===== src/hdl/qbdp_pkg.sv =====
package qbdp_pkg;

   localparam int LANES    = 4;
   localparam int CODE_W   = 2;
   localparam int FIX_W    = 18;
   localparam int WEIGHT_W = 21;
   localparam int ACT_W    = 16;
   localparam int PROD_W   = 37;
   localparam int SUM_W    = 39;
   localparam int ACC_W    = 56;
   localparam int SCALE_W  = 32;
   localparam int OUT_W    = 48;
   localparam int SPLIT_W  = 28;
   localparam int FULL_W   = ACC_W + SCALE_W;
   localparam int SHIFT_W  = 16;

   localparam logic [7:0]         CODE_MAX    = 8'h7e;
   localparam logic [SCALE_W-1:0] SCALE_RESET = 32'h0001_0000;

   typedef struct packed {
      logic valid;
      logic last;
   } beat_type;

   function automatic logic [FIX_W-1:0] e4m3_decode(input logic [7:0] b);
      logic [FIX_W-1:0] mant;
      logic [3:0]       expo;
      mant = {{(FIX_W-4){1'b0}}, 1'b1, b[2:0]};
      expo = b[6:3];
      if (b > CODE_MAX) begin
         return '0;
      end
      if (expo == 4'd0) begin
         return {{(FIX_W-3){1'b0}}, b[2:0]};
      end
      return mant << (expo - 4'd1);
   endfunction

endpackage


===== src/hdl/qbdp_lane.sv =====
module qbdp_lane
   import qbdp_pkg::*;
(
   input  logic                     clock,
   input  logic                     load,
   input  logic [CODE_W-1:0]        code,
   input  logic [FIX_W-1:0]         scale_val,
   input  logic [FIX_W-1:0]         offset_val,
   input  logic signed [ACT_W-1:0]  act,
   output logic signed [PROD_W-1:0] product
);

   logic [FIX_W+CODE_W-1:0]   code_scale;
   logic signed [WEIGHT_W-1:0] weight;
   logic signed [PROD_W-1:0]  product_in;
   logic signed [PROD_W-1:0]  product_ff;

   always_comb begin
      code_scale = (FIX_W+CODE_W)'(code) * scale_val;
      weight     = $signed({1'b0, code_scale}) - $signed({3'b000, offset_val});
      product_in = PROD_W'(weight) * PROD_W'(act);
   end

   always_ff @(posedge clock) begin
      if (load) begin
         product_ff <= product_in;
      end
   end

   assign product = product_ff;

endmodule


===== config.mk =====
export PLATFORM = sky130hd
export DESIGN_NAME = qbdp_lane
export DESIGN_NICKNAME = d
export VERILOG_FILES = /design/src/hdl/qbdp_pkg.sv /design/src/hdl/qbdp_lane.sv
export SDC_FILE = /design/constraint.sdc
export NUM_CORES = 1
export LEC_CHECK = 0
export BUFFER_PORTS_ARGS = -buffer_cell sky130_fd_sc_hd__buf_2
export CORE_MARGIN = 8
export CORE_UTILIZATION = 60
export CTS_CLUSTER_DIAMETER = 40
export DETAILED_ROUTE_END_ITERATION = 6
export PLACE_DENSITY = 0.79
export SYNTH_ARGS = -nofsm -noshare
export SYNTH_HDL_FRONTEND = slang
export SYNTH_SLANG_ARGS = --single-unit

===== constraint.sdc =====
create_clock -name clock -period 16.7 [get_ports clock]
set_input_delay 0.835 -clock clock [delete_from_list [all_inputs] [get_ports clock]]
set_output_delay 0.835 -clock clock [all_outputs]
set_load 0.02 [all_outputs]

* Word level (Yosys, flattened, before mapping) *
Cells that the tools add are included.

word-level totals
  memory bits (read-only) = 0
  memories = 0
  bits in registers = 37
  output and inout bits = 37
  bits in latches = 0
  memory bits (writable) = 0
  bits of input ports = 56

cells by class
  divide/modulo/power cells = 0
  muxes and demuxes = 0
  eq/ne operators = 0
  bitwise operators = 0
  shift-type cells = 0
  add/subtract/negate cells = 1
  multipliers = 2
  reduce and logical (&&, ||, !) cells = 0
  $lt $le $gt $ge = 0

operators with widths
  kind                          number
  multiplier 21 x 16 -> 37 bit  1
  subtractor 20 x 18 -> 21 bit  1
  multiplier 2 x 18 -> 20 bit   1

* Logic depth before layout (Yosys ltp) *
  depth in word-level cells = 3
  mapped depth = 36
  depth with buffers taken out = 34

* Worst setup path before layout *
No wires, ideal clock.

  path kind = input port to flip-flop
  start = input port code[0]
  end = register product_ff[36] (netlist: product[36]), data pin
  arrival time = 8.883 ns
  slack = 7.557 ns
  stages on the path = 34
  required time = 16.440 ns
  cells stage by stage = clkbuf_1 -> clkbuf_1 -> nand2_1 -> fa_1 -> inv_1 -> ha_1 -> clkbuf_1 -> nand2_1 -> a211oi_1 -> a21oi_1 -> o21ai_1 -> a31o_1 -> a211oi_2 -> clkbuf_2 -> and2_1 -> fa_1 -> inv_1 -> fa_1 -> inv_1 -> fa_1 -> fa_1 -> fa_1 -> inv_1 -> fa_1 -> inv_1 -> ha_1 -> and3_1 -> a22oi_1 -> nand2b_1 -> or3_1 -> a211oi_2 -> o31ai_1 -> a21oi_1 -> xnor2_1

on the way
  longest elaborated chain between the ends = 3

ends and longest elaborated chain
  what                          line             RTL
  from (decl)                   qbdp_lane.sv:6   input logic [CODE_W-1:0] code,
  multiplier 2 x 18 -> 20 bit   qbdp_lane.sv:19  code_scale = (FIX_W+CODE_W)'(code) * scale_val;
  subtractor 20 x 18 -> 21 bit  qbdp_lane.sv:20  weight = $signed({1'b0, code_scale}) - $signed({3'b000, offset_val});
  multiplier 21 x 16 -> 37 bit  qbdp_lane.sv:21  product_in = PROD_W'(weight) * PROD_W'(act);
  net product_in[36]            qbdp_lane.sv:15  logic signed [PROD_W-1:0] product_in;
  to (signal assigned)          qbdp_lane.sv:26  product_ff <= product_in;
  to (decl)                     qbdp_lane.sv:16  logic signed [PROD_W-1:0] product_ff;

The timed path passes the listed nets, and every way through them passes these cells.
A chain may end at the register's enable or synchronous reset.

* Final worst setup path *
Same ends and word-level chain as after synthesis.

==> results.yml <==
outcome:
  status: "finished, final reports clean"
finish:
  mostFrequentLayoutCell: "inv_1"
  fin_util_pct: 63.9
  drive_above_1_share_pct: 7.71
  finalNonFillerCells: 2019
  layout.nets: 2204
  layout_common_cells: "415 x inv_1, 351 x fa_1, 219 x nand2_1"
  largest_register_ff_count: 37
  synthToLayoutAreaGrowth_pct: 6.00
routing:
  drc_errors: 0
  wl_mm: 33.9
  first_iter_violations: 753
  drtAntennaViolNets: 0
  num_vias: 11000
  wl_per_cell_um: 16.8
  vias_per_cell: 5.43
  firstDrtPassIters: 7
critical_path:
  criticalPathCategory: "input port to flip-flop"
  cpPeakStageDelay_ns: 0.91
  cp-start-kind: "input port"
  required_ns: 16.75
  cp-startpoint: "code[0]"
  cp_slowest_cell: "a211oi_2"
  crit_arrival_ns: 10.05
  end_kind: "flip-flop"
  cp_max_fo: 22
  path_common_cell: "fa_1"
timing:
  maxSlewHeadroom_pct: 26.8
  fin_crit_ns: 10.00
  setup-violations-final: 0
  setup_ws_ns: 6.70
  fmax_ghz: 0.100
  finalCritPeriodShare_pct: 59.9
  worst_pin_slew_ns: 1.10
  slew_viol_final: 0
  hold_violations: 0
  tns_ns: 0
  grt_setup_unrepaired: "no"
floorplanning:
  core_area_mm2: 0.0249
  die_h_um: 174
  rows: 58
  fp.dieW_um: 174
  dieArea_mm2: 0.0303
  boundaryPins: 93
  initial_core_util_pct: 60.3
clock_network:
  numCtsBuffers: 5
  post_cts_resized: 0
  clock_path_buffers: 2
  post-cts-setup-buffers: 0
  cts_root_buf: "clkbuf_16"
  clock_sinks: 37
  cts_hold_buf: 0
  cts_max_level: 2
  clk_transition_reported_paths_ns: 0.07
  cts_tree: "yes"
place:
  dp_cells: 2009
  routabilityCongestion: 0.863
  pre_cts_ws_ns: 6.40
  dp_hpwl_mm: 28.1
  port_buffers: 92
synthesis:
  synth_edf_count: 37
  async_flop_share_pct: 0
  syn-num-nets: 2156
  syn_area_mm2: 0.0150
  syn_inst: 1638
  yosysUniqueCellTypes: 54
  ys_ff_latch: 37
  ys_warn_count: 0
  ys.flop_type: "edfxtp_1"
  synth_area_per_cell_um2: 9.17
  seq_area_frac_synth_pct: 7.40
global_routing:
  grt.overflow.total: 0
  grt_max_degree: 38
  globalRouteTotalUtil_pct: 23.5
  grt_pass1_vias: 12200
  grt_antenna_before_repair: 2
  grt_pass1_wl_mm: 58.2
flow_run:
  maxCapViolCount: 0
worst_hold_path:
  min_path_type: "input port to flip-flop"
  min_from: "act[0]"
==> critical path: cells and delay by family <==
kind,cells,cell delay [ns]
AOI/OAI and AO/OA,11,2.99
buffers and inverters,6,0.88
adders and majority gates,9,4.08
and+or+nand+nor,5,1.15
xor gates and xnor gates,1,0.08
==> stage by stage <==
| step | hold slack (ns) | instance area, um^2 |
|---|---|---|
| 2_1_floorplan | 0.947 | 15000 |
| 3_3_place_gp | 1.28 | 15700 |
| 3_5_place_dp | 1.28 | 15700 |
| 4_1_cts | 1.13 | 15900 |
| 5_1_grt | 1.15 | 15900 |
| 6_report | 1.15 | 15900 |
==> kinds of logic after synthesis <==
| family | Yosys count | synth area share, % |
|---|---|---|
| buffers and inverters | 478 | 12.1 |
| adder cells (fa/ha/maj) | 462 | 56.0 |
| AND/OR/NAND/NOR | 459 | 14.5 |
| AO/OA/AOI/OAI | 151 | 6.97 |
| XOR/XNOR | 51 | 2.97 |
| flip-flops | 37 | 7.40 |
==> cells in the mapped netlist (3+ instances only) <==
cell	number	share of area (%)
a2111oi_0	3	0.18
a211oi_1	4	0.20
a211oi_2	3	0.25
a21boi_1	8	0.40
a21o_1	14	0.70
a21oi_1	40	1.3
a21oi_2	3	0.18
a31oi_1	3	0.13
and2_1	132	5.5
and3_1	6	0.25
buf_2	9	0.30
clkbuf_1	50	1.2
edfxtp_1	37	7.4
fa_1	351	47
ha_1	111	9.2
inv_1	415	10
nand2_1	219	5.5
nand2b_1	9	0.37
nand3_1	10	0.33
nor2_1	46	1.1
nor2b_1	15	0.62
nor3_1	16	0.53
o211ai_1	6	0.30
o21a_1	8	0.40
o21ai_0	25	0.83
o21ai_1	5	0.17
o21bai_1	3	0.15
o31ai_1	3	0.15
or3_1	3	0.13
xnor2_1	38	2.2
xor2_1	13	0.76
==> routing by layer <==
metal | GRT usage, % | up-vias | part of all wire, %
li1 | - | 4945 | -
met1 | 28.3 | 5557 | 39
met2 | 42.7 | 373 | 52
met3 | 2.99 | 82 | 5.7
met4 | 8.12 | 0 | 3.1
met5 | 0 | - | 0
==> final cells by class <==
class                   count  area [um^2]
fillers                  2086         8970
repair buffers            103          543
multi-input cells        1123        12100
flip-flops and latches     37         1110
clock buffers               5          125
well taps                 330          413
diodes                      2         5.00
inverters                 416         1560
clock inverters             3         46.3
==> worst paths after layout <==
check / endpoint / depth (start not counted)
setup / recovery: product[36] / 32
hold / removal: product[0] / 2
Power is not shown: default switching activity piles up to over one toggle a cycle in this logic, so the estimate is an artifact.
