[config.mk]
export PLATFORM = sky130hd
export DESIGN_NAME = qbdp_merge
export DESIGN_NICKNAME = d
export VERILOG_FILES = /design/src/hdl/qbdp_pkg.sv /design/src/hdl/qbdp_merge.sv
export SDC_FILE = /design/constraint.sdc
export NUM_CORES = 1
export LEC_CHECK = 0
export ABC_AREA = 0
export ABC_CLOCK_PERIOD_IN_PS = 10400
export BUFFER_PORTS_ARGS = -buffer_cell sky130_fd_sc_hd__buf_2
export CAP_MARGIN = 20
export CORE_UTILIZATION = 40
export CTS_CLUSTER_SIZE = 28
export DETAILED_ROUTE_END_ITERATION = 12
export HOLD_SLACK_MARGIN = 0.08
export SYNTH_ARGS = -nofsm -noshare
export SYNTH_HDL_FRONTEND = slang
export SYNTH_SLANG_ARGS = --single-unit
[constraint.sdc]
create_clock -name clock -period 10.4 [get_ports clock]
set_clock_uncertainty 0.05 [all_clocks]
set_input_delay 0 -clock clock [delete_from_list [all_inputs] [get_ports clock]]
set_output_delay 0 -clock clock [all_outputs]
set_load 0.02 [all_outputs]
[src/hdl/qbdp_pkg.sv]
package qbdp_pkg;

   localparam int LANES    = 4;
   localparam int CODE_W   = 2;
   localparam int FIX_W    = 18;
   localparam int WEIGHT_W = 21;
   localparam int ACT_W    = 16;
   localparam int PROD_W   = 37;
   localparam int SUM_W    = 39;
   localparam int ACC_W    = 56;
   localparam int SCALE_W  = 32;
   localparam int OUT_W    = 48;
   localparam int SPLIT_W  = 28;
   localparam int FULL_W   = ACC_W + SCALE_W;
   localparam int SHIFT_W  = 16;

   localparam logic [7:0]         CODE_MAX    = 8'h7e;
   localparam logic [SCALE_W-1:0] SCALE_RESET = 32'h0001_0000;

   typedef struct packed {
      logic valid;
      logic last;
   } beat_type;

   function automatic logic [FIX_W-1:0] e4m3_decode(input logic [7:0] b);
      logic [FIX_W-1:0] mant;
      logic [3:0]       expo;
      mant = {{(FIX_W-4){1'b0}}, 1'b1, b[2:0]};
      expo = b[6:3];
      if (b > CODE_MAX) begin
         return '0;
      end
      if (expo == 4'd0) begin
         return {{(FIX_W-3){1'b0}}, b[2:0]};
      end
      return mant << (expo - 4'd1);
   endfunction

endpackage

[src/hdl/qbdp_merge.sv]
module qbdp_merge
   import qbdp_pkg::*;
(
   input  logic                     clock,
   input  logic                     reset,
   input  beat_type                 lane_ctl,
   input  logic signed [PROD_W-1:0] product [LANES],
   input  logic                     down_hold,
   output logic                     up_hold,
   output logic                     fin_valid,
   output logic signed [ACC_W-1:0]  fin_acc
);

   beat_type                 sum_ctl_ff;
   logic signed [SUM_W-1:0]  sum_ff;
   logic signed [SUM_W-1:0]  sum_in;
   logic signed [ACC_W-1:0]  acc_ff;
   logic signed [ACC_W-1:0]  acc_sat;
   logic signed [ACC_W:0]    acc_wide;
   logic                     consume;

   always_comb begin
      sum_in = '0;
      for (int i = 0; i < LANES; i++) begin
         sum_in = sum_in + SUM_W'(product[i]);
      end
   end

   assign up_hold = sum_ctl_ff.valid && sum_ctl_ff.last && down_hold;
   assign consume = sum_ctl_ff.valid && !up_hold;

   always_comb begin
      acc_wide = (ACC_W+1)'(acc_ff) + (ACC_W+1)'(sum_ff);
      if (acc_wide[ACC_W] != acc_wide[ACC_W-1]) begin
         acc_sat = acc_wide[ACC_W] ? {1'b1, {(ACC_W-1){1'b0}}} : {1'b0, {(ACC_W-1){1'b1}}};
      end else begin
         acc_sat = acc_wide[ACC_W-1:0];
      end
   end

   assign fin_valid = consume && sum_ctl_ff.last;
   assign fin_acc   = acc_sat;

   always_ff @(posedge clock) begin
      if (reset) begin
         sum_ctl_ff <= '0;
      end else if (!up_hold) begin
         sum_ctl_ff <= lane_ctl;
      end
   end

   always_ff @(posedge clock) begin
      if (!up_hold && lane_ctl.valid) begin
         sum_ff <= sum_in;
      end
   end

   always_ff @(posedge clock) begin
      if (reset) begin
         acc_ff <= '0;
      end else if (consume) begin
         acc_ff <= sum_ctl_ff.last ? '0 : acc_sat;
      end
   end

`ifndef NO_ASSERTIONS
   a_clear_after_row: assert property (@(posedge clock) disable iff (reset)
      fin_valid |=> acc_ff == '0)
      else $error("accumulator not cleared after row end");

   a_hold_only_row_end: assert property (@(posedge clock) disable iff (reset)
      up_hold |-> (sum_ctl_ff.valid && sum_ctl_ff.last))
      else $error("merge stage held without a row end item");

   a_bubble_keeps_acc: assert property (@(posedge clock) disable iff (reset)
      !sum_ctl_ff.valid |=> $stable(acc_ff))
      else $error("accumulator changed on a bubble");
`endif

endmodule

# Word level (Yosys, flattened, before mapping)

Index checks and enable logic that the tools add are counted.

Register bits: 97
Input port bits: 153
Output and inout port bits: 58
Logic and storage cells: 18

Add/sub/neg operators: 4
Eq/ne operators: 1
Mux-type cells: 3
Reductions and logical operators: 6

Operators by type and width:

| kind                    | number |
|---|---|
| 2-to-1 mux 56 bit       | 3 |
| adder 56 x 39 -> 57 bit | 1 |
| adder 38 x 37 -> 39 bit | 1 |
| adder 39 x 37 -> 39 bit | 1 |
| adder 37 x 37 -> 38 bit | 1 |
| logical AND 1 bit       | 5 |
| zero test 1 bit         | 1 |
| != test 1 bit           | 1 |

# Longest topological paths before layout

Word-level depth: 5
Gate-level depth with buffers: 18
Mapped depth without buffers: 18

# Worst setup path after synthesis

No wires, ideal clock.

Path type: input-to-reg
Start: in product[1] (netlist bit)
End: reg sum_ff[37] (data pin)
Setup time: 0.258 ns
Arrival time: 3.576 ns
Data required time: 10.092 ns
Path slack: 6.516 ns
Stages on the path: 18
Path buffers: 0
Path through: inv_1 fa_1 fa_1 inv_1 ha_1 inv_1 fa_1 nor2b_1 o31ai_1 a21boi_1 a31oi_1 o311ai_1 nor3_2 o41ai_1 or4_1 a41o_1 a21oi_1 xnor2_1

Cells in the longest elaborated chain, start to end: 1

RTL lines:

| item                    | line             | source |
|---|---|---|
| start, declared         | qbdp_merge.sv:7  | `input logic signed [PROD_W-1:0] product [LANES],` |
| adder 39 x 37 -> 39 bit | qbdp_merge.sv:25 | `sum_in = sum_in + SUM_W'(product[i]);` |
| named net sum_in[37]    | qbdp_merge.sv:16 | `logic signed [SUM_W-1:0] sum_in;` |
| end signal, assigned    | qbdp_merge.sv:54 | `sum_ff <= sum_in;` |
| end, declared           | qbdp_merge.sv:15 | `logic signed [SUM_W-1:0] sum_ff;` |

The timed path passes the listed nets, and every way through them passes these cells.
A chain may end at the register's enable or synchronous reset.

# Final worst setup path

Start: reg sum_ff[38]
End: out fin_acc[17]

Cells in the longest elaborated chain, start to end: 3
Elaborated cells between the ends (all ways): 4
Those cells by class: 1 x add/sub; 1 x eq/ne; 2 x mux

RTL lines:

| item                                               | line                               | source |
|---|---|---|
| adder 56 x 39 -> 57 bit (*)                        | qbdp_merge.sv:33                   | `acc_wide = (ACC_W+1)'(acc_ff) + (ACC_W+1)'(sum_ff);` |
| 2-to-1 mux 56 bit or != test 1 bit (tied branches) | qbdp_merge.sv:35, qbdp_merge.sv:34 |  |
| 2-to-1 mux 56 bit (*)                              | qbdp_merge.sv:34                   | `if (acc_wide[ACC_W] != acc_wide[ACC_W-1]) begin` |
| end, declared                                      | qbdp_merge.sv:11                   | `output logic signed [ACC_W-1:0] fin_acc` |

Every way passes the cells marked *; elsewhere a longest branch is shown, timed or not.

==> results.toml <==
[power_and_ir_drop]
pwr-share-clk = 0.098
power_frac_comb = 0.734
switching_share = 0.5302
internal_power_uw = 1792
p_per_area_nw_per_um2 = 301.8
seqPwrFrac = 0.167
p_sw_uw = 2023
leakage_uw = 0.006519
peakVddDrop_v = 0.00009963
power_uw = 3816

[place]
dp_hpwl_microns = 22030
pre_cts_slack_ns = 5.659
place_congestion = 0.9142
portBuffers = 210

[synth]
ys_types = 76
synth_edf_count = 39
synthCells = 1326
syn-num-nets = 1649
syn_area_sq_um = 10870
yosysSeqAreaShare = 0.2146
synth_ff_type = "dfxtp_1"
syn-mean-instance-area_sq_um = 8.197
yosys_warnings = 0
synth_seq_cells = 97
ys_async_sr_fraction = 0

[global_routing]
grtUsageTotal = 0.2039
grt_max_degree = 56
grt_pass1_wl_microns = 46670
grt_pass1_vias = 9567
antenna_found_initial = 0
overflow = 0

[drt]
dr.pass1.iters = 5
drc = 0
highest_layer = "met4"
wl_met3_microns = 1216
route.met2.wl_microns = 12400
via_per_inst = 5.175
wirelength_met1_microns = 13490
ant_nets = 0
routedWlPerCell_microns = 14.74
wirelength_microns = 27420
first_iter_violations = 501
routed-via-count = 9626

[clock_network]
clkTransAtPathRegs_ns = 0.07
clkSinkCount = 97
cts_tree = "yes"
cts-htree-levels = 3
post_cts_buffers = 0
cts_repair_resize_count = 0
cts_inserted_buffers = 9
cts_buffer_depth = 2
cts-root-buf = "clkbuf_16"
insertion_delay_ns = 0.35

[critical_path]
slowest_stage = "edfxtp_1"
startpoint_type = "flop"
arrival_ns = 4.76
critPathRequiredTime_ns = 10.35
cp.buffers_inverters = 1
worstSetupPathType = "reg2out"
path_delay_family = "compound AO/OA/AOI/OAI gates"
cp-startpoint = "sum_ff[38]"
r2r-start = "sum_ff[38]"
worst_setup_path_end_kind = "output port"
worstPathCellList = "ha_1 -> a21oi_1 -> o21ai_1 -> nor3_1 -> o31a_1 -> o21bai_1 -> a221o_1 -> a21oi_4 -> nand3b_1 -> a21boi_4 -> o21ai_0 -> buf_2"
max_stage_delay_ns = 0.85
critPathMaxFanout = 29

[outcome]
outcome = "finished, final reports clean"

[sta]
rsz0062_at_grt = "no"
fin_ws_ns = 5.592
final_max_slew_viol_count = 0
hold_viol_final = 0
setup_violations = 0
period_needed_ns = 4.808
fmax_mhz = 208.0
max_slew_margin = 0.3118
worstMarginPinSlew_ns = 1.030
fin_tns_setup_ns = 0
fin_crit_sh = 0.4623

[die]
start_util = 0.4124
ioPinCount = 211
core-area_sq_um = 26350
rows = 59
die_w_microns = 166.8
chipHeight_microns = 166.8
dieArea_sq_um = 27840

[flow_run]
cap_violations = 0

[layout]
diodes = 0
fin_nets = 1843
drive_gt1_frac = 0.1698
fillCellCount = 2633
syn_to_final_growth_pct = 16.33

[min_path]
min_from = "product[74]"
hp-class = "in2reg"
==> worst reg2reg max path: cells and delay by family (launching register included) <==
kind	cells	cell delay [ns]
AND/OR/NAND/NOR	6	1.84
AO/OA/AOI/OAI	4	1.30
flip-flops	1	0.71
adder cells (fa/ha/maj)	1	0.58
==> layout by cell type (no fill, tap or decap), types with 9 or more instances in the layout <==
cell type	instances
fa_1	76
inv_1	231
a22o_1	22
o21ai_1	37
and3_1	10
nand2b_1	10
nor3_1	18
ha_1	94
nor2_1	92
a211oi_1	9
xor2_1	33
o21a_1	12
edfxtp_1	39
buf_2	210
xnor2_1	52
nand4_1	18
a21o_1	52
dfxtp_1	58
o21ai_0	51
nand3_1	18
clkbuf_16	9
nand2_1	108
o21bai_1	18
a21oi_1	103
==> kinds of logic after synthesis <==
family,synth area share
DFF,0.2146
buffers and inverters,0.09693
and+or+nand+nor,0.1342
xor gates and xnor gates,0.06849
AOI/OAI and AO/OA,0.2358
muxes,0.0009210
adders and majority gates,0.2491
==> state kept, by name, summed over array words and instances, names as in the netlist <==
name	flops
sum_ctl_ff	2
acc_ff	56
sum_ff	39
==> timing repair <==
| action | in CTS | in global routing |
|---|---|---|
| setup endpoints to repair | 0 | 0 |
| hold buffers | 8 | 0 |
| hold endpoints to repair | 5 | 0 |
==> routing by layer <==
metal,track usage,vias up
met4,0.05153,0
met3,0.02757,20
li1,-,4901
met5,0,-
met2,0.3324,238
met1,0.2834,4467
==> through the flow <==
step | utilization | hold WS (ns) | instance area, sq um | cells
floorplan | - | 0.01907 | 10870 | 1326
global placement | 0.4635 | 0.1611 | 12210 | 1835
detailed placement | 0.4635 | 0.1794 | 12210 | 1835
CTS | 0.4790 | 0.1830 | 12620 | 1859
global route | 0.4798 | 0.2137 | 12640 | 1860
finish | 0.4798 | 0.1875 | 12640 | 1860
==> final timing paths <==
| kind | end | slack, ns | depth (start not counted) |
|---|---|---|---|
| worst min-delay path | sum_ff[1] | 0.19 | 4 |
| worst max-delay path | fin_acc[17] | 5.59 | 12 |
| worst min register to register | acc_ff[28] | 0.40 | 2 |
| worst max register to register | acc_ff[12] | 5.83 | 11 |
==> power groups by stage <==
| stage | Combinational, uW | Sequential [uW] | Clock, uW |
|---|---|---|---|
| 3_5_place_dp | 2800 | 644 | 0 |
| 6_report | 2800 | 639 | 374 |
| 3_3_place_gp | 2790 | 645 | 0 |
| 5_1_grt | 3100 | 652 | 394 |
| 2_1_floorplan | 2030 | 612 | 0 |
| 4_1_cts | 2820 | 638 | 382 |
==> final cells by class <==
class	instances	area [sq um]	share of cell area
Multi-Input combinational cell	958	7515	0.5943
Sequential cell	97	2332	0.1844
Timing Repair Buffer	223	1181	0.09341
Inverter	231	867.1	0.06857
Tap cell	335	419.2	0.03315
Clock buffer	12	256.5	0.02029
Clock inverter	4	73.82	0.005838
==> cells in the mapped netlist, types with 4 or more instances <==
cell type / instances / area share
xnor2_1: 52 / 0.042
fa_1: 76 / 0.14
nor2b_1: 9 / 0.0052
inv_1: 231 / 0.080
a211oi_1: 9 / 0.0062
o21a_1: 12 / 0.0083
o21ai_1: 37 / 0.017
and3_1: 10 / 0.0058
o21ai_0: 51 / 0.023
edfxtp_1: 39 / 0.11
nand2b_1: 10 / 0.0058
o41ai_1: 5 / 0.0040
a211o_1: 4 / 0.0032
a21boi_0: 5 / 0.0035
a21o_1: 52 / 0.036
o31ai_1: 7 / 0.0048
buf_2: 5 / 0.0023
o21bai_1: 18 / 0.012
xor2_1: 33 / 0.027
buf_4: 6 / 0.0041
nor3b_1: 4 / 0.0028
ha_1: 94 / 0.11
a31oi_1: 8 / 0.0046
a22o_1: 22 / 0.018
a21oi_1: 104 / 0.048
nor2_1: 92 / 0.032
nand3_1: 18 / 0.0083
nand4_1: 18 / 0.010
clkbuf_1: 28 / 0.0097
nand2_1: 108 / 0.037
a221o_1: 6 / 0.0055
dfxtp_1: 58 / 0.11
nand3b_1: 4 / 0.0028
nor3_1: 18 / 0.0083
and2_1: 5 / 0.0029
o211ai_1: 6 / 0.0041
or2_2: 5 / 0.0029
Power figures use the tool's default switching activity.
